--- config.mk ---
export PLATFORM = sky130hd
export DESIGN_NAME = someip_tp_segmenter
export DESIGN_NICKNAME = d
export VERILOG_FILES = /design/src/sotp_pkg.sv /design/src/sotp_front.sv /design/src/sotp_jobq.sv /design/src/sotp_back.sv /design/src/someip_tp_segmenter.sv
export SDC_FILE = /design/constraint.sdc
export NUM_CORES = 2
export LEC_CHECK = 0
export BUFFER_PORTS_ARGS = -buffer_cell sky130_fd_sc_hd__buf_4
export CORE_MARGIN = 8
export CORE_UTILIZATION = 55
export DETAILED_ROUTE_END_ITERATION = 6
export PLACE_DENSITY = 0.76
export SYNTH_ARGS = -nofsm -noshare
export SYNTH_HDL_FRONTEND = slang
export SYNTH_HIERARCHICAL = 1
export SYNTH_SLANG_ARGS = --single-unit
--- constraint.sdc ---
create_clock -name clk -period 13 [get_ports clk]
set_clock_uncertainty 0.15 [all_clocks]
set_input_delay 0 -clock clk [delete_from_list [all_inputs] [get_ports clk]]
set_output_delay 0 -clock clk [all_outputs]
set_load 0.005 [all_outputs]
--- src/sotp_pkg.sv ---
// sotp_pkg: shared types and constants for the SOME/IP-TP segmenter.
// No dependencies. Used by every module of the block.
package sotp_pkg;

    localparam logic CMD_START = 1'b0;
    localparam logic CMD_BYTE  = 1'b1;

    localparam logic CFG_MAX_MSG = 1'b0;
    localparam logic CFG_MAX_SEG = 1'b1;

    localparam logic [31:0] MAX_MSG_RST    = 32'hFFFF_FFFF;
    localparam logic [31:0] MAX_SEG_RST    = 32'd1392;
    localparam logic [31:0] SINGLE_LEN_MAX = 32'd65519;
    localparam logic [31:0] SEG_SIZE_MAX   = 32'd65515;
    localparam logic [31:0] LEN_ADD_PLAIN  = 32'd8;
    localparam logic [31:0] LEN_ADD_TP     = 32'd12;
    localparam logic [7:0]  TP_FLAG        = 8'h20;
    localparam logic [4:0]  HDR_BYTES      = 5'd16;
    localparam logic [4:0]  TP_HDR_BYTES   = 5'd20;

    typedef enum logic [1:0] {
        KIND_STATUS  = 2'd0,
        KIND_HDR     = 2'd1,
        KIND_PAYLOAD = 2'd2
    } kind_t;

    typedef enum logic [1:0] {
        STAT_OK        = 2'd0,
        STAT_TOO_LARGE = 2'd1,
        STAT_SEG_FAIL  = 2'd2
    } status_t;

    localparam logic [1:0] SEG_SINGLE      = 2'd0;
    localparam logic [1:0] SEG_FIRST       = 2'd1;
    localparam logic [1:0] SEG_CONSECUTIVE = 2'd2;
    localparam logic [1:0] SEG_LAST        = 2'd3;

    typedef enum logic [1:0] {
        JOB_STATUS   = 2'd0,
        JOB_HDR      = 2'd1,
        JOB_BYTE     = 2'd2,
        JOB_BYTE_HDR = 2'd3
    } job_kind_t;

    typedef struct packed {
        job_kind_t   jk;
        status_t     stat;
        logic [7:0]  dbyte;
        logic        byte_eos;
        logic [1:0]  byte_type;
        logic [31:0] byte_off;
        logic [7:0]  seq;
        logic [63:0] h0;
        logic [31:0] h1;
        logic [31:0] hlen;
        logic [31:0] hword;
        logic        htp;
        logic        heos;
        logic [1:0]  htype;
        logic [31:0] hoff;
    } job_t;

    typedef struct packed {
        kind_t       kind;
        logic [7:0]  out_byte;
        logic [1:0]  seg_type;
        logic [31:0] seg_offset;
        logic [7:0]  seq_number;
        logic        end_of_segment;
        status_t     status;
        logic        last;
    } res_t;

endpackage

--- src/sotp_front.sv ---
// sotp_front: accepts input transfers, tracks message and segment state,
// and issues one job per transfer that produces results. Depends on sotp_pkg.
module sotp_front (
    input  logic              clk,
    input  logic              rst_n,
    input  logic              cfg_we,
    input  logic              cfg_index,
    input  logic [31:0]       cfg_data,
    input  logic              in_valid,
    output logic              in_ready,
    input  logic              cmd,
    input  logic [15:0]       srv_id,
    input  logic [15:0]       meth_id,
    input  logic [15:0]       clnt_id,
    input  logic [15:0]       sess_id,
    input  logic [7:0]        proto_version,
    input  logic [7:0]        iface_version,
    input  logic [7:0]        msg_type,
    input  logic [7:0]        return_code,
    input  logic [31:0]       payload_length,
    input  logic              e2e_present,
    input  logic [7:0]        data_byte,
    input  logic              q_full,
    output logic              push,
    output sotp_pkg::job_t    job
);

    logic [31:0] max_msg_reg, max_seg_reg;
    logic        in_message_reg, in_message_next;
    logic        tp_mode_reg, tp_mode_next;
    logic [63:0] h0_reg, h0_next;
    logic [31:0] h1_reg, h1_next;
    logic [31:0] bytes_seen_reg, bytes_seen_next;
    logic [31:0] remaining_reg, remaining_next;
    logic [15:0] seg_left_reg, seg_left_next;
    logic [15:0] seg_cap_reg, seg_cap_next;
    logic [7:0]  seq_counter_reg, seq_counter_next;
    logic [7:0]  cur_seq_reg, cur_seq_next;
    logic [31:0] cur_off_reg, cur_off_next;
    logic [1:0]  cur_type_reg, cur_type_next;

    logic        accept;
    logic [31:0] uni, start_size, bs_inc, rem_dec, nxt_size;
    logic [15:0] sl_dec;
    logic        start_more, seg_refuse, nxt_more, done, seg_end;
    logic [63:0] hdr0;
    logic [31:0] hdr1_plain, hdr1_tp;

    assign in_ready = !q_full;
    assign accept   = in_valid && in_ready;

    assign uni        = {max_seg_reg[31:4], 4'h0};
    assign start_more = payload_length > uni;
    assign start_size = start_more ? uni : payload_length;
    assign seg_refuse = e2e_present || (max_seg_reg > sotp_pkg::SEG_SIZE_MAX)
                        || (max_seg_reg[31:4] == 28'd0);
    assign hdr0       = {srv_id, meth_id, clnt_id, sess_id};
    assign hdr1_plain = {proto_version, iface_version, msg_type, return_code};
    assign hdr1_tp    = {proto_version, iface_version, msg_type | sotp_pkg::TP_FLAG,
                         return_code};

    assign bs_inc   = bytes_seen_reg + 32'd1;
    assign rem_dec  = remaining_reg - 32'd1;
    assign sl_dec   = seg_left_reg - 16'd1;
    assign done     = rem_dec == 32'd0;
    assign seg_end  = sl_dec == 16'd0;
    assign nxt_more = rem_dec > {16'd0, seg_cap_reg};
    assign nxt_size = nxt_more ? {16'd0, seg_cap_reg} : rem_dec;

    always_comb
    begin
        in_message_next  = in_message_reg;
        tp_mode_next     = tp_mode_reg;
        h0_next          = h0_reg;
        h1_next          = h1_reg;
        bytes_seen_next  = bytes_seen_reg;
        remaining_next   = remaining_reg;
        seg_left_next    = seg_left_reg;
        seg_cap_next     = seg_cap_reg;
        seq_counter_next = seq_counter_reg;
        cur_seq_next     = cur_seq_reg;
        cur_off_next     = cur_off_reg;
        cur_type_next    = cur_type_reg;
        push             = 1'b0;
        job              = '0;
        job.jk           = sotp_pkg::JOB_STATUS;
        job.stat         = sotp_pkg::STAT_OK;
        job.seq          = cur_seq_reg;
        job.h0           = h0_reg;
        job.h1           = h1_reg;
        job.htp          = 1'b1;
        job.dbyte        = data_byte;
        job.byte_type    = cur_type_reg;
        job.byte_off     = cur_off_reg;
        if (accept)
        begin
            if (cmd == sotp_pkg::CMD_START)
            begin
                in_message_next = 1'b0;
                tp_mode_next    = 1'b0;
                bytes_seen_next = 32'd0;
                remaining_next  = payload_length;
                seg_left_next   = 16'd0;
                cur_off_next    = 32'd0;
                cur_type_next   = sotp_pkg::SEG_SINGLE;
                push            = 1'b1;
                if (payload_length > max_msg_reg)
                begin
                    job.stat = sotp_pkg::STAT_TOO_LARGE;
                end
                else if (payload_length <= max_seg_reg)
                begin
                    if (payload_length > sotp_pkg::SINGLE_LEN_MAX)
                    begin
                        job.stat = sotp_pkg::STAT_SEG_FAIL;
                    end
                    else
                    begin
                        h0_next          = hdr0;
                        h1_next          = hdr1_plain;
                        cur_seq_next     = seq_counter_reg;
                        seq_counter_next = seq_counter_reg + 8'd1;
                        in_message_next  = payload_length != 32'd0;
                        job.jk    = sotp_pkg::JOB_HDR;
                        job.seq   = seq_counter_reg;
                        job.h0    = hdr0;
                        job.h1    = hdr1_plain;
                        job.hlen  = payload_length + sotp_pkg::LEN_ADD_PLAIN;
                        job.hword = 32'd0;
                        job.htp   = 1'b0;
                        job.heos  = payload_length == 32'd0;
                        job.htype = sotp_pkg::SEG_SINGLE;
                        job.hoff  = 32'd0;
                    end
                end
                else if (seg_refuse)
                begin
                    job.stat = sotp_pkg::STAT_SEG_FAIL;
                end
                else
                begin
                    h0_next          = hdr0;
                    h1_next          = hdr1_tp;
                    cur_seq_next     = seq_counter_reg;
                    seq_counter_next = seq_counter_reg + 8'd1;
                    seg_cap_next     = uni[15:0];
                    tp_mode_next     = 1'b1;
                    in_message_next  = 1'b1;
                    cur_type_next    = sotp_pkg::SEG_FIRST;
                    seg_left_next    = start_size[15:0];
                    job.jk    = sotp_pkg::JOB_HDR;
                    job.seq   = seq_counter_reg;
                    job.h0    = hdr0;
                    job.h1    = hdr1_tp;
                    job.hlen  = start_size + sotp_pkg::LEN_ADD_TP;
                    job.hword = {31'd0, start_more};
                    job.htp   = 1'b1;
                    job.heos  = 1'b0;
                    job.htype = sotp_pkg::SEG_FIRST;
                    job.hoff  = 32'd0;
                end
            end
            else if (in_message_reg)
            begin
                push            = 1'b1;
                bytes_seen_next = bs_inc;
                remaining_next  = rem_dec;
                job.jk          = sotp_pkg::JOB_BYTE;
                if (tp_mode_reg)
                begin
                    seg_left_next = sl_dec;
                    job.byte_eos  = seg_end || done;
                    if (done)
                    begin
                        in_message_next = 1'b0;
                    end
                    else if (seg_end)
                    begin
                        cur_off_next  = bs_inc;
                        cur_type_next = nxt_more ? sotp_pkg::SEG_CONSECUTIVE
                                                 : sotp_pkg::SEG_LAST;
                        seg_left_next = nxt_size[15:0];
                        job.jk    = sotp_pkg::JOB_BYTE_HDR;
                        job.hlen  = nxt_size + sotp_pkg::LEN_ADD_TP;
                        job.hword = {bs_inc[31:4], 3'b000, nxt_more};
                        job.htp   = 1'b1;
                        job.heos  = 1'b0;
                        job.htype = nxt_more ? sotp_pkg::SEG_CONSECUTIVE
                                             : sotp_pkg::SEG_LAST;
                        job.hoff  = bs_inc;
                    end
                end
                else
                begin
                    job.byte_eos = done;
                    if (done)
                    begin
                        in_message_next = 1'b0;
                    end
                end
            end
        end
    end

    always_ff @(posedge clk or negedge rst_n)
    begin
        if (!rst_n)
        begin
            max_msg_reg     <= sotp_pkg::MAX_MSG_RST;
            max_seg_reg     <= sotp_pkg::MAX_SEG_RST;
            in_message_reg  <= 1'b0;
            tp_mode_reg     <= 1'b0;
            h0_reg          <= 64'd0;
            h1_reg          <= 32'd0;
            bytes_seen_reg  <= 32'd0;
            remaining_reg   <= 32'd0;
            seg_left_reg    <= 16'd0;
            seg_cap_reg     <= 16'd0;
            seq_counter_reg <= 8'd0;
            cur_seq_reg     <= 8'd0;
            cur_off_reg     <= 32'd0;
            cur_type_reg    <= sotp_pkg::SEG_SINGLE;
        end
        else
        begin
            if (cfg_we && cfg_index == sotp_pkg::CFG_MAX_MSG)
            begin
                max_msg_reg <= cfg_data;
            end
            if (cfg_we && cfg_index == sotp_pkg::CFG_MAX_SEG)
            begin
                max_seg_reg <= cfg_data;
            end
            in_message_reg  <= in_message_next;
            tp_mode_reg     <= tp_mode_next;
            h0_reg          <= h0_next;
            h1_reg          <= h1_next;
            bytes_seen_reg  <= bytes_seen_next;
            remaining_reg   <= remaining_next;
            seg_left_reg    <= seg_left_next;
            seg_cap_reg     <= seg_cap_next;
            seq_counter_reg <= seq_counter_next;
            cur_seq_reg     <= cur_seq_next;
            cur_off_reg     <= cur_off_next;
            cur_type_reg    <= cur_type_next;
        end
    end

endmodule

--- src/sotp_jobq.sv ---
// sotp_jobq: small FIFO of jobs between the front and back parts.
// Depends on sotp_pkg for the job type.
module sotp_jobq #(
    parameter int DEPTH = 2
) (
    input  logic           clk,
    input  logic           rst_n,
    input  logic           push,
    input  sotp_pkg::job_t din,
    input  logic           pop,
    output sotp_pkg::job_t dout,
    output logic           full,
    output logic           empty
);

    localparam int PW = (DEPTH > 1) ? $clog2(DEPTH) : 1;
    localparam int CW = $clog2(DEPTH + 1);
    localparam logic [PW-1:0] PTR_LAST = PW'(DEPTH - 1);
    localparam logic [CW-1:0] CNT_FULL = CW'(DEPTH);

    sotp_pkg::job_t mem_reg [DEPTH];
    logic [PW-1:0]  wr_ptr_reg, rd_ptr_reg;
    logic [CW-1:0]  count_reg;
    logic           do_push, do_pop;

    assign full    = count_reg == CNT_FULL;
    assign empty   = count_reg == '0;
    assign dout    = mem_reg[rd_ptr_reg];
    assign do_push = push && !full;
    assign do_pop  = pop && !empty;

    always_ff @(posedge clk)
    begin
        if (do_push)
        begin
            mem_reg[wr_ptr_reg] <= din;
        end
    end

    always_ff @(posedge clk or negedge rst_n)
    begin
        if (!rst_n)
        begin
            wr_ptr_reg <= '0;
            rd_ptr_reg <= '0;
            count_reg  <= '0;
        end
        else
        begin
            if (do_push)
            begin
                wr_ptr_reg <= (wr_ptr_reg == PTR_LAST) ? '0 : wr_ptr_reg + PW'(1);
            end
            if (do_pop)
            begin
                rd_ptr_reg <= (rd_ptr_reg == PTR_LAST) ? '0 : rd_ptr_reg + PW'(1);
            end
            if (do_push && !do_pop)
            begin
                count_reg <= count_reg + CW'(1);
            end
            else if (do_pop && !do_push)
            begin
                count_reg <= count_reg - CW'(1);
            end
        end
    end

endmodule

--- src/sotp_back.sv ---
// sotp_back: expands the job at the head of the queue into result transfers
// (status, header bytes, payload byte) through an output register. Depends on sotp_pkg.
module sotp_back (
    input  logic           clk,
    input  logic           rst_n,
    input  sotp_pkg::job_t job,
    input  logic           job_valid,
    output logic           pop,
    output logic           out_valid,
    input  logic           out_ready,
    output sotp_pkg::res_t res
);

    function automatic logic [7:0] hdr_byte(sotp_pkg::job_t j, logic [4:0] i);
        logic [7:0] b;
        case (i)
            5'd0:    b = j.h0[63:56];
            5'd1:    b = j.h0[55:48];
            5'd2:    b = j.h0[47:40];
            5'd3:    b = j.h0[39:32];
            5'd4:    b = j.hlen[31:24];
            5'd5:    b = j.hlen[23:16];
            5'd6:    b = j.hlen[15:8];
            5'd7:    b = j.hlen[7:0];
            5'd8:    b = j.h0[31:24];
            5'd9:    b = j.h0[23:16];
            5'd10:   b = j.h0[15:8];
            5'd11:   b = j.h0[7:0];
            5'd12:   b = j.h1[31:24];
            5'd13:   b = j.h1[23:16];
            5'd14:   b = j.h1[15:8];
            5'd15:   b = j.h1[7:0];
            5'd16:   b = j.hword[31:24];
            5'd17:   b = j.hword[23:16];
            5'd18:   b = j.hword[15:8];
            5'd19:   b = j.hword[7:0];
            default: b = 8'd0;
        endcase
        return b;
    endfunction

    logic [4:0]     idx_reg;
    logic           out_valid_reg;
    sotp_pkg::res_t res_reg, cur;
    logic [4:0]     hidx, hlast;
    logic           adv, fire;

    assign adv   = !out_valid_reg || out_ready;
    assign fire  = adv && job_valid;
    assign hlast = job.htp ? (sotp_pkg::TP_HDR_BYTES - 5'd1) : (sotp_pkg::HDR_BYTES - 5'd1);
    assign hidx  = (job.jk == sotp_pkg::JOB_BYTE_HDR) ? idx_reg - 5'd1 : idx_reg;

    always_comb
    begin
        cur                = '0;
        cur.kind           = sotp_pkg::KIND_HDR;
        cur.status         = sotp_pkg::STAT_OK;
        cur.out_byte       = hdr_byte(job, hidx);
        cur.seg_type       = job.htype;
        cur.seg_offset     = job.hoff;
        cur.seq_number     = job.seq;
        cur.last           = hidx == hlast;
        cur.end_of_segment = job.heos && (hidx == hlast);
        case (job.jk)
            sotp_pkg::JOB_STATUS:
            begin
                cur                = '0;
                cur.kind           = sotp_pkg::KIND_STATUS;
                cur.status         = job.stat;
                cur.last           = 1'b1;
            end
            sotp_pkg::JOB_HDR:
            begin
            end
            sotp_pkg::JOB_BYTE, sotp_pkg::JOB_BYTE_HDR:
            begin
                if (job.jk == sotp_pkg::JOB_BYTE || idx_reg == 5'd0)
                begin
                    cur.kind           = sotp_pkg::KIND_PAYLOAD;
                    cur.out_byte       = job.dbyte;
                    cur.seg_type       = job.byte_type;
                    cur.seg_offset     = job.byte_off;
                    cur.end_of_segment = job.byte_eos;
                    cur.last           = job.jk == sotp_pkg::JOB_BYTE;
                end
            end
            default:
            begin
            end
        endcase
    end

    assign pop       = fire && cur.last;
    assign out_valid = out_valid_reg;
    assign res       = res_reg;

    always_ff @(posedge clk)
    begin
        if (fire)
        begin
            res_reg <= cur;
        end
    end

    always_ff @(posedge clk or negedge rst_n)
    begin
        if (!rst_n)
        begin
            out_valid_reg <= 1'b0;
            idx_reg       <= 5'd0;
        end
        else
        begin
            if (adv)
            begin
                out_valid_reg <= job_valid;
            end
            if (fire)
            begin
                idx_reg <= cur.last ? 5'd0 : idx_reg + 5'd1;
            end
        end
    end

endmodule

--- src/someip_tp_segmenter.sv ---
// Top level of the SOME/IP-TP segmenter: front classifier, job queue, result sequencer.
// Depends on sotp_pkg, sotp_front, sotp_jobq and sotp_back.
//
// While the output is not stalled, a stream of payload bytes passes at one transfer per
// cycle. A start transfer yields a 16-byte header (single message), a 20-byte segment
// header or a status transfer; a byte that closes a non-final segment yields 21 output
// transfers, sent one per cycle while out_ready holds by the result sequencer that sets
// the output rate. The input is held off only while the job queue (QUEUE_DEPTH jobs) is
// full. Configuration writes take effect at once and no clearing pass follows reset.
module someip_tp_segmenter #(
    parameter int QUEUE_DEPTH = 2
) (
    input  logic        clk,
    input  logic        rst_n,
    input  logic        cfg_we,
    input  logic        cfg_index,
    input  logic [31:0] cfg_data,
    input  logic        in_valid,
    output logic        in_ready,
    input  logic        cmd,
    input  logic [15:0] srv_id,
    input  logic [15:0] meth_id,
    input  logic [15:0] clnt_id,
    input  logic [15:0] sess_id,
    input  logic [7:0]  proto_version,
    input  logic [7:0]  iface_version,
    input  logic [7:0]  msg_type,
    input  logic [7:0]  return_code,
    input  logic [31:0] payload_length,
    input  logic        e2e_present,
    input  logic [7:0]  data_byte,
    output logic        out_valid,
    input  logic        out_ready,
    output logic [1:0]  kind,
    output logic [7:0]  out_byte,
    output logic [1:0]  seg_type,
    output logic [31:0] seg_offset,
    output logic [7:0]  seq_number,
    output logic        end_of_segment,
    output logic [1:0]  status,
    output logic        last
);

    sotp_pkg::job_t q_in, q_out;
    sotp_pkg::res_t res;
    logic           q_push, q_pop, q_full, q_empty;

    sotp_front u_front (
        .clk            (clk),
        .rst_n          (rst_n),
        .cfg_we         (cfg_we),
        .cfg_index      (cfg_index),
        .cfg_data       (cfg_data),
        .in_valid       (in_valid),
        .in_ready       (in_ready),
        .cmd            (cmd),
        .srv_id         (srv_id),
        .meth_id        (meth_id),
        .clnt_id        (clnt_id),
        .sess_id        (sess_id),
        .proto_version  (proto_version),
        .iface_version  (iface_version),
        .msg_type       (msg_type),
        .return_code    (return_code),
        .payload_length (payload_length),
        .e2e_present    (e2e_present),
        .data_byte      (data_byte),
        .q_full         (q_full),
        .push           (q_push),
        .job            (q_in)
    );

    sotp_jobq #(
        .DEPTH (QUEUE_DEPTH)
    ) u_jobq (
        .clk   (clk),
        .rst_n (rst_n),
        .push  (q_push),
        .din   (q_in),
        .pop   (q_pop),
        .dout  (q_out),
        .full  (q_full),
        .empty (q_empty)
    );

    sotp_back u_back (
        .clk       (clk),
        .rst_n     (rst_n),
        .job       (q_out),
        .job_valid (!q_empty),
        .pop       (q_pop),
        .out_valid (out_valid),
        .out_ready (out_ready),
        .res       (res)
    );

    assign kind           = res.kind;
    assign out_byte       = res.out_byte;
    assign seg_type       = res.seg_type;
    assign seg_offset     = res.seg_offset;
    assign seq_number     = res.seq_number;
    assign end_of_segment = res.end_of_segment;
    assign status         = res.status;
    assign last           = res.last;

endmodule

### Yosys cells after proc, flatten, opt, wreduce, memory -nomap -nowiden

Memory sizes are Yosys's and may differ from the RTL's.
Cells that the tools add are included.

* $add $sub $neg: 13
* order comparisons: 6
* equal/unequal tests: 29
* muxes and demuxes: 96
* bitwise gates (word level): 5
* reduce and logical (&&, ||, !) cells: 37

Operator list (number)
* 204-bit 2-to-1 mux: 5
* 100-bit 2-to-1 mux: 5
* 32-bit 2-to-1 mux: 14
* 64-bit 2-to-1 mux: 3
* 8-bit one-hot mux with 20 select lines: 1
* 16-bit 2-to-1 mux: 8
* 104-bit 2-to-1 mux: 1
* 32-bit by 4-bit adder with 32-bit output (second input constant): 3
* 44-bit one-hot mux with 2 select lines: 1
* 32-bit by 16-bit greater-than comparator with 1-bit output (second input constant): 2
* 32-bit greater-than comparator: 2
* 32-bit logical NOT: 2
* 8-bit 2-to-1 mux: 6
* 44-bit 2-to-1 mux: 1
* 5-bit by 4-bit == test with 1-bit output (second input constant): 8
* 2-bit 2-to-1 mux: 18
* 32-bit by 1-bit adder with 32-bit output (second input constant): 1
* 32-bit by 16-bit greater-than comparator with 1-bit output: 1
* 32-bit less-or-equal comparator: 1
* 32-bit nonzero test: 1
* 32-bit by 1-bit subtractor with 32-bit output (second input constant): 1
* 28-bit logical NOT: 1
* 1-bit 2-to-1 mux: 26
* 5-bit by 3-bit == test with 1-bit output (second input constant): 4
* other kinds (29): 70

* register bits: 370
* RAM bits: 502
* input bits: 176
* output and inout port bits: 58
* word-level logic and storage cells: 214
* memories kept: 1

Memories
* u_jobq.mem_reg: depth 2, width 251, read ports 1, clocked after memory_dff 0, wr ports 1, line sotp_jobq.sv:21 `sotp_pkg::job_t mem_reg [DEPTH];`

### Logic depth before layout (Yosys ltp)

An unclocked memory read counts as a cell.

* word-level depth: 11
* mapped depth: 23
* gate-level depth less buffers: 21

### Modules after synthesis

Netlist, hierarchy kept.

By module, submodules not included
* sotp_front: times used 1, cells each 2266, area an instance 20930.1 um^2, sequential area each 7653.6 um^2
* sotp_jobq: times used 1, cells each 800, area an instance 18368.9 um^2, sequential area each 15174.6 um^2
* sotp_back: times used 1, cells each 508, area an instance 4448.0 um^2, sequential area each 1831.8 um^2
* someip_tp_segmenter: times used 1, cells each 1, area an instance 3.8 um^2, sequential area each 0.0 um^2

### Worst setup path after synthesis

Ideal clock, no wire load.

* kind: flip-flop to flip-flop
* start point: register u_jobq.count_reg[0]
* end point: memory u_jobq/mem_reg[0][0] (netlist bit) (enable)
* setup time: 0.869 ns
* arrival: 12.093 ns
* required time: 11.981 ns
* path slack: -0.112 ns
* stages on the path, launching flop included: 10
* buffers on the path: 2
* period minus slack after synthesis: 13.112 ns
* path through: dfrtp_1 > nand2b_1 > inv_1 > nor2b_1 > clkbuf_1 > o21ai_1 > clkinv_1 > clkbuf_1 > nand2_1 > nor2_1

* word-level cells in the longest chain between the ends: 7

Ends and longest elaborated chain
* start: declaration: line sotp_jobq.sv:23 `logic [CW-1:0] count_reg;`
* start signal: assignment: line sotp_jobq.sv:60 `count_reg <= count_reg + CW'(1);`
* start signal: assignment: line sotp_jobq.sv:64 `count_reg <= count_reg - CW'(1);`
* 2-bit == test: line sotp_jobq.sv:26 `assign full = count_reg == CNT_FULL;`
* named net q_full: line someip_tp_segmenter.sv:46 `logic q_push, q_pop, q_full, q_empty;`
* 1-bit logical NOT: line sotp_front.sv:49 `assign in_ready = !q_full;`
* 1-bit logical AND: line sotp_front.sv:50 `assign accept = in_valid && in_ready;`
* 1-bit 2-to-1 mux: line sotp_front.sv:95 `if (accept)`
* named net q_push: line someip_tp_segmenter.sv:46
* 1-bit logical AND: line sotp_jobq.sv:29 `assign do_push = push && !full;`
* 1-bit 2-to-1 mux: line sotp_jobq.sv:34 `if (do_push)`
* 1-bit 2-to-1 mux (not written as such): line sotp_jobq.sv:36 `mem_reg[wr_ptr_reg] <= din;`
* end: declaration: line sotp_jobq.sv:21

The timed path passes the listed nets, and every way through them passes these cells.

==> impl_metrics.toml <==
[logic_synthesis]
synthAdderAreaFrac_pct = 2.55
synthesis.area_per_instance_um2 = 12.2
yosysSeqAreaShare_pct = 56.4
ys_warn_count = 6
ys_dominant_reg_cell = "edfxtp_1"
synth.cell_area_mm2 = 0.0438
synthMostInstantiatedCell = "edfxtp_1"
synth.lib_cells_used.distinct = 104
combinational_family_with_the_most_area_after_synthesis = "multiplexers"
synthMuxAreaShare_pct = 13.5
netlist.top_cell.by_area = "edfxtp_1"
netlist_top_cells_area = "edfxtp_1 38%, dfrtp_1 16%, mux2_2 12%, nand2_1 2.7%, ha_1 2.5%"
ys_ff_latch = 872
synthXorXnorAreaFrac_pct = 2.27
synth_enable_flop_cells = 558
syn-instance-count = 3575
yosys.area.top_type_share_pct = 38.3
synth-simple-area-share_pct = 10.4
synth_compound_gate_area_share_pct = 10.8
synthArstFlopShare_pct = 36.0
post_synth_most_frequent_cells = "558 x edfxtp_1, 474 x mux2_2, 310 x nand2_1"

[clocking]
clk-insertion-delay-late_ns = 0.66
cts.repair.resized = 0
clk_transition_reported_paths_ns = 0.06
post-cts-setup-buffers = 0
clock_path_buffers = 3
number_of_buffers_created_by_cts = 94
ctsHtreeMaxLevel = 3
cts.hold.buffers_added = 339
tritoncts = "built"
clkSinkCount = 872
cts-root-buf = "clkbuf_16"

[worst_setup_path]
worst-setup-path-type = "reg2reg"
crit_start_category = "flip-flop"
crit_buf_inv = 1
timing.critical_path.max_delay_family = "simple AND/OR/NAND/NOR gates"
worst_ep_arrival_time_ns = 7.09
cp-end-kind = "flip-flop"
critical_path.max_fanout = 13
crit_slowest_cell = "xnor2_1"
path_cells = "inv_1, ha_1, nor4b_4, nand4_1, xnor2_1, ha_1, a21oi_1, nand2_1, a21o_1, o32a_1, nor4_4, nand2_1, ha_1, or3_1, nor4_1, and3_1, nand3_1, xnor2_1, mux2i_1, o221ai_1"
cp.required_ns = 13.21
cp_common_cell = "ha_1"
cpPeakStageDelay_ns = 0.84

[routing]
detailroute.via_count = 32500
avgRoutedWirePerCell_um = 25.6
drtAntennaViolNets = 0
violation_count_after_the_first_detailed_routing_iteration = 3532
route.final.wire_length_um = 133000
vias_per_cell = 6.27
drt_first_pass_iters = 6
remaining_drcs = 0

[run]
drv.max_cap_violation_count = 0

[finish]
number_of_flip_flops_under_the_largest_register_name = 502
drive_above_1_share_pct = 24.7
syn2layout_area_growth_pct = 20.2
post_route_core_utilization_pct = 66.7
final_nets = 4317

[outcome]
run_status = "complete, no violations"

[grt]
antenna_found_initial = 3
grt.total_usage_pct = 28.9
grt_pass1_vias = 32800
grt_max_degree = 162
grt_overflow = 0
global_route_wire_length_before_repair_um = 201000

[die]
die-height_um = 298
total_die_area_mm2 = 0.0888
die_width_um = 298
starting_utilization_of_the_core_area_pct = 55.5
row_count = 103
core-area_mm2 = 0.0789
floorplan.io_pins = 234

[sta]
peak_clock_frequency_supported_by_timing_mhz = 145
number_of_hold_violations_in_the_final_report = 0
max_slew_margin_pct = 26.8
setup_total_negative_slack_ns = 0
setup_ws_ns = 6.12
final-setup-viol-count = 0
final.min_clock_period_ns = 6.88
final_max_slew_viol_count = 0
final.period_utilization_pct = 52.9
rsz0062_at_grt = "false"
worstMarginPinSlew_ns = 1.09

[placed_design]
place_hpwl_um = 80800
finalWeightedCongestion = 0.965
io_buffers = 233
place_ws_ns = 6.27

[pwr]
power_per_cell_area_mw_per_mm2 = 175
ir_drop_mv = 0.128
cellLeakagePower_nw = 20.7

[min_path]
worstHoldPathType = "in2reg"
[layout make-up]
class | instances | area (um^2)
flip-flops and latches | 872 | 24700
diodes | 4 | 10.0
inverters | 123 | 462
repair buffers | 621 | 5550
multi-input cells | 2340 | 17400
well taps | 1050 | 1310
fillers | 5450 | 26300
clock inverters | 57 | 677
clock buffers | 120 | 2530
[logic make-up (layout without fill, tap and decap cells)]
group	after synthesis	count (layout)
muxes	527	527
other	1	7
AOI/OAI and AO/OA	702	702
DFF	872	872
and+or+nand+nor	908	908
xor gates and xnor gates	111	111
adders and majority gates	89	89
buffers and inverters	365	921
[tightest hold or removal path, cell delays in order]
cell and delay (ns):
dlygate4sd3_1 0.55, buf_4 0.12, mux2_2 0.13
[through the flow]
stage                     instances  instance area, um^2  total power [mW]  hold WS (ns)
final                          5187                52600              9.18        0.0229
after global routing           5186                52600              9.52       0.00183
after CTS                      5181                52500              9.10       0.00223
after detailed placement       4665                45900              6.26        -0.104
after global placement         4665                45900              6.23        -0.117
after floorplan                3577                43800              5.42        -0.446
[metal layers]
metal / wire (um) / vias to the layer above / GRT usage [%] / part of all wire (%)
li1: - / 14400 / - / -
met1: 51000 / 16000 / 36.7 / 38
met2: 64000 / 1786 / 48.2 / 48
met3: 11100 / 421 / 5.41 / 8.4
met4: 6710 / 0 / 12.9 / 5.0
met5: 0 / - / 0 / 0
[where the power goes]
group | total, mW | switching [mW] | internal [mW]
clock | 2.76 | 1.17 | 1.60
combinational | 2.72 | 1.66 | 1.06
sequential | 3.70 | 0.295 | 3.40
total | 9.18 | 3.12 | 6.06
[path summary, 6_finish.rpt]
kind	from	slack, ns	to	cells past startpoint
min	cfg_data[26]	0.02	u_front/max_seg_reg[26]	3
max	u_front/remaining_reg[0]	6.12	u_jobq/mem_reg[1][82]	20
max in group asynchronous	rst_n	10.91	u_jobq/rd_ptr_reg	5
min reg2reg	u_front/cur_off_reg[10]	0.32	u_jobq/mem_reg[0][214]	0
max reg2reg	u_front/remaining_reg[0]	6.12	u_jobq/mem_reg[1][82]	20
min in group asynchronous	rst_n	0.37	u_front/h0_reg[27]	4
[layout by cell type, fill, tap and decap left out, types with 89 or more instances in the layout]
master,synthesis,layout
nand2_1,310,309
nand3_1,117,117
mux2_2,474,474
inv_1,121,120
dlygate4sd3_1,0,340
buf_4,47,278
dfrtp_1,277,276
nor2_1,145,143
edfxtp_1,558,558
a21oi_1,122,121
clkbuf_16,0,96
ha_1,89,89
o21ai_0,214,214
(Power assumes the default switching activity.)
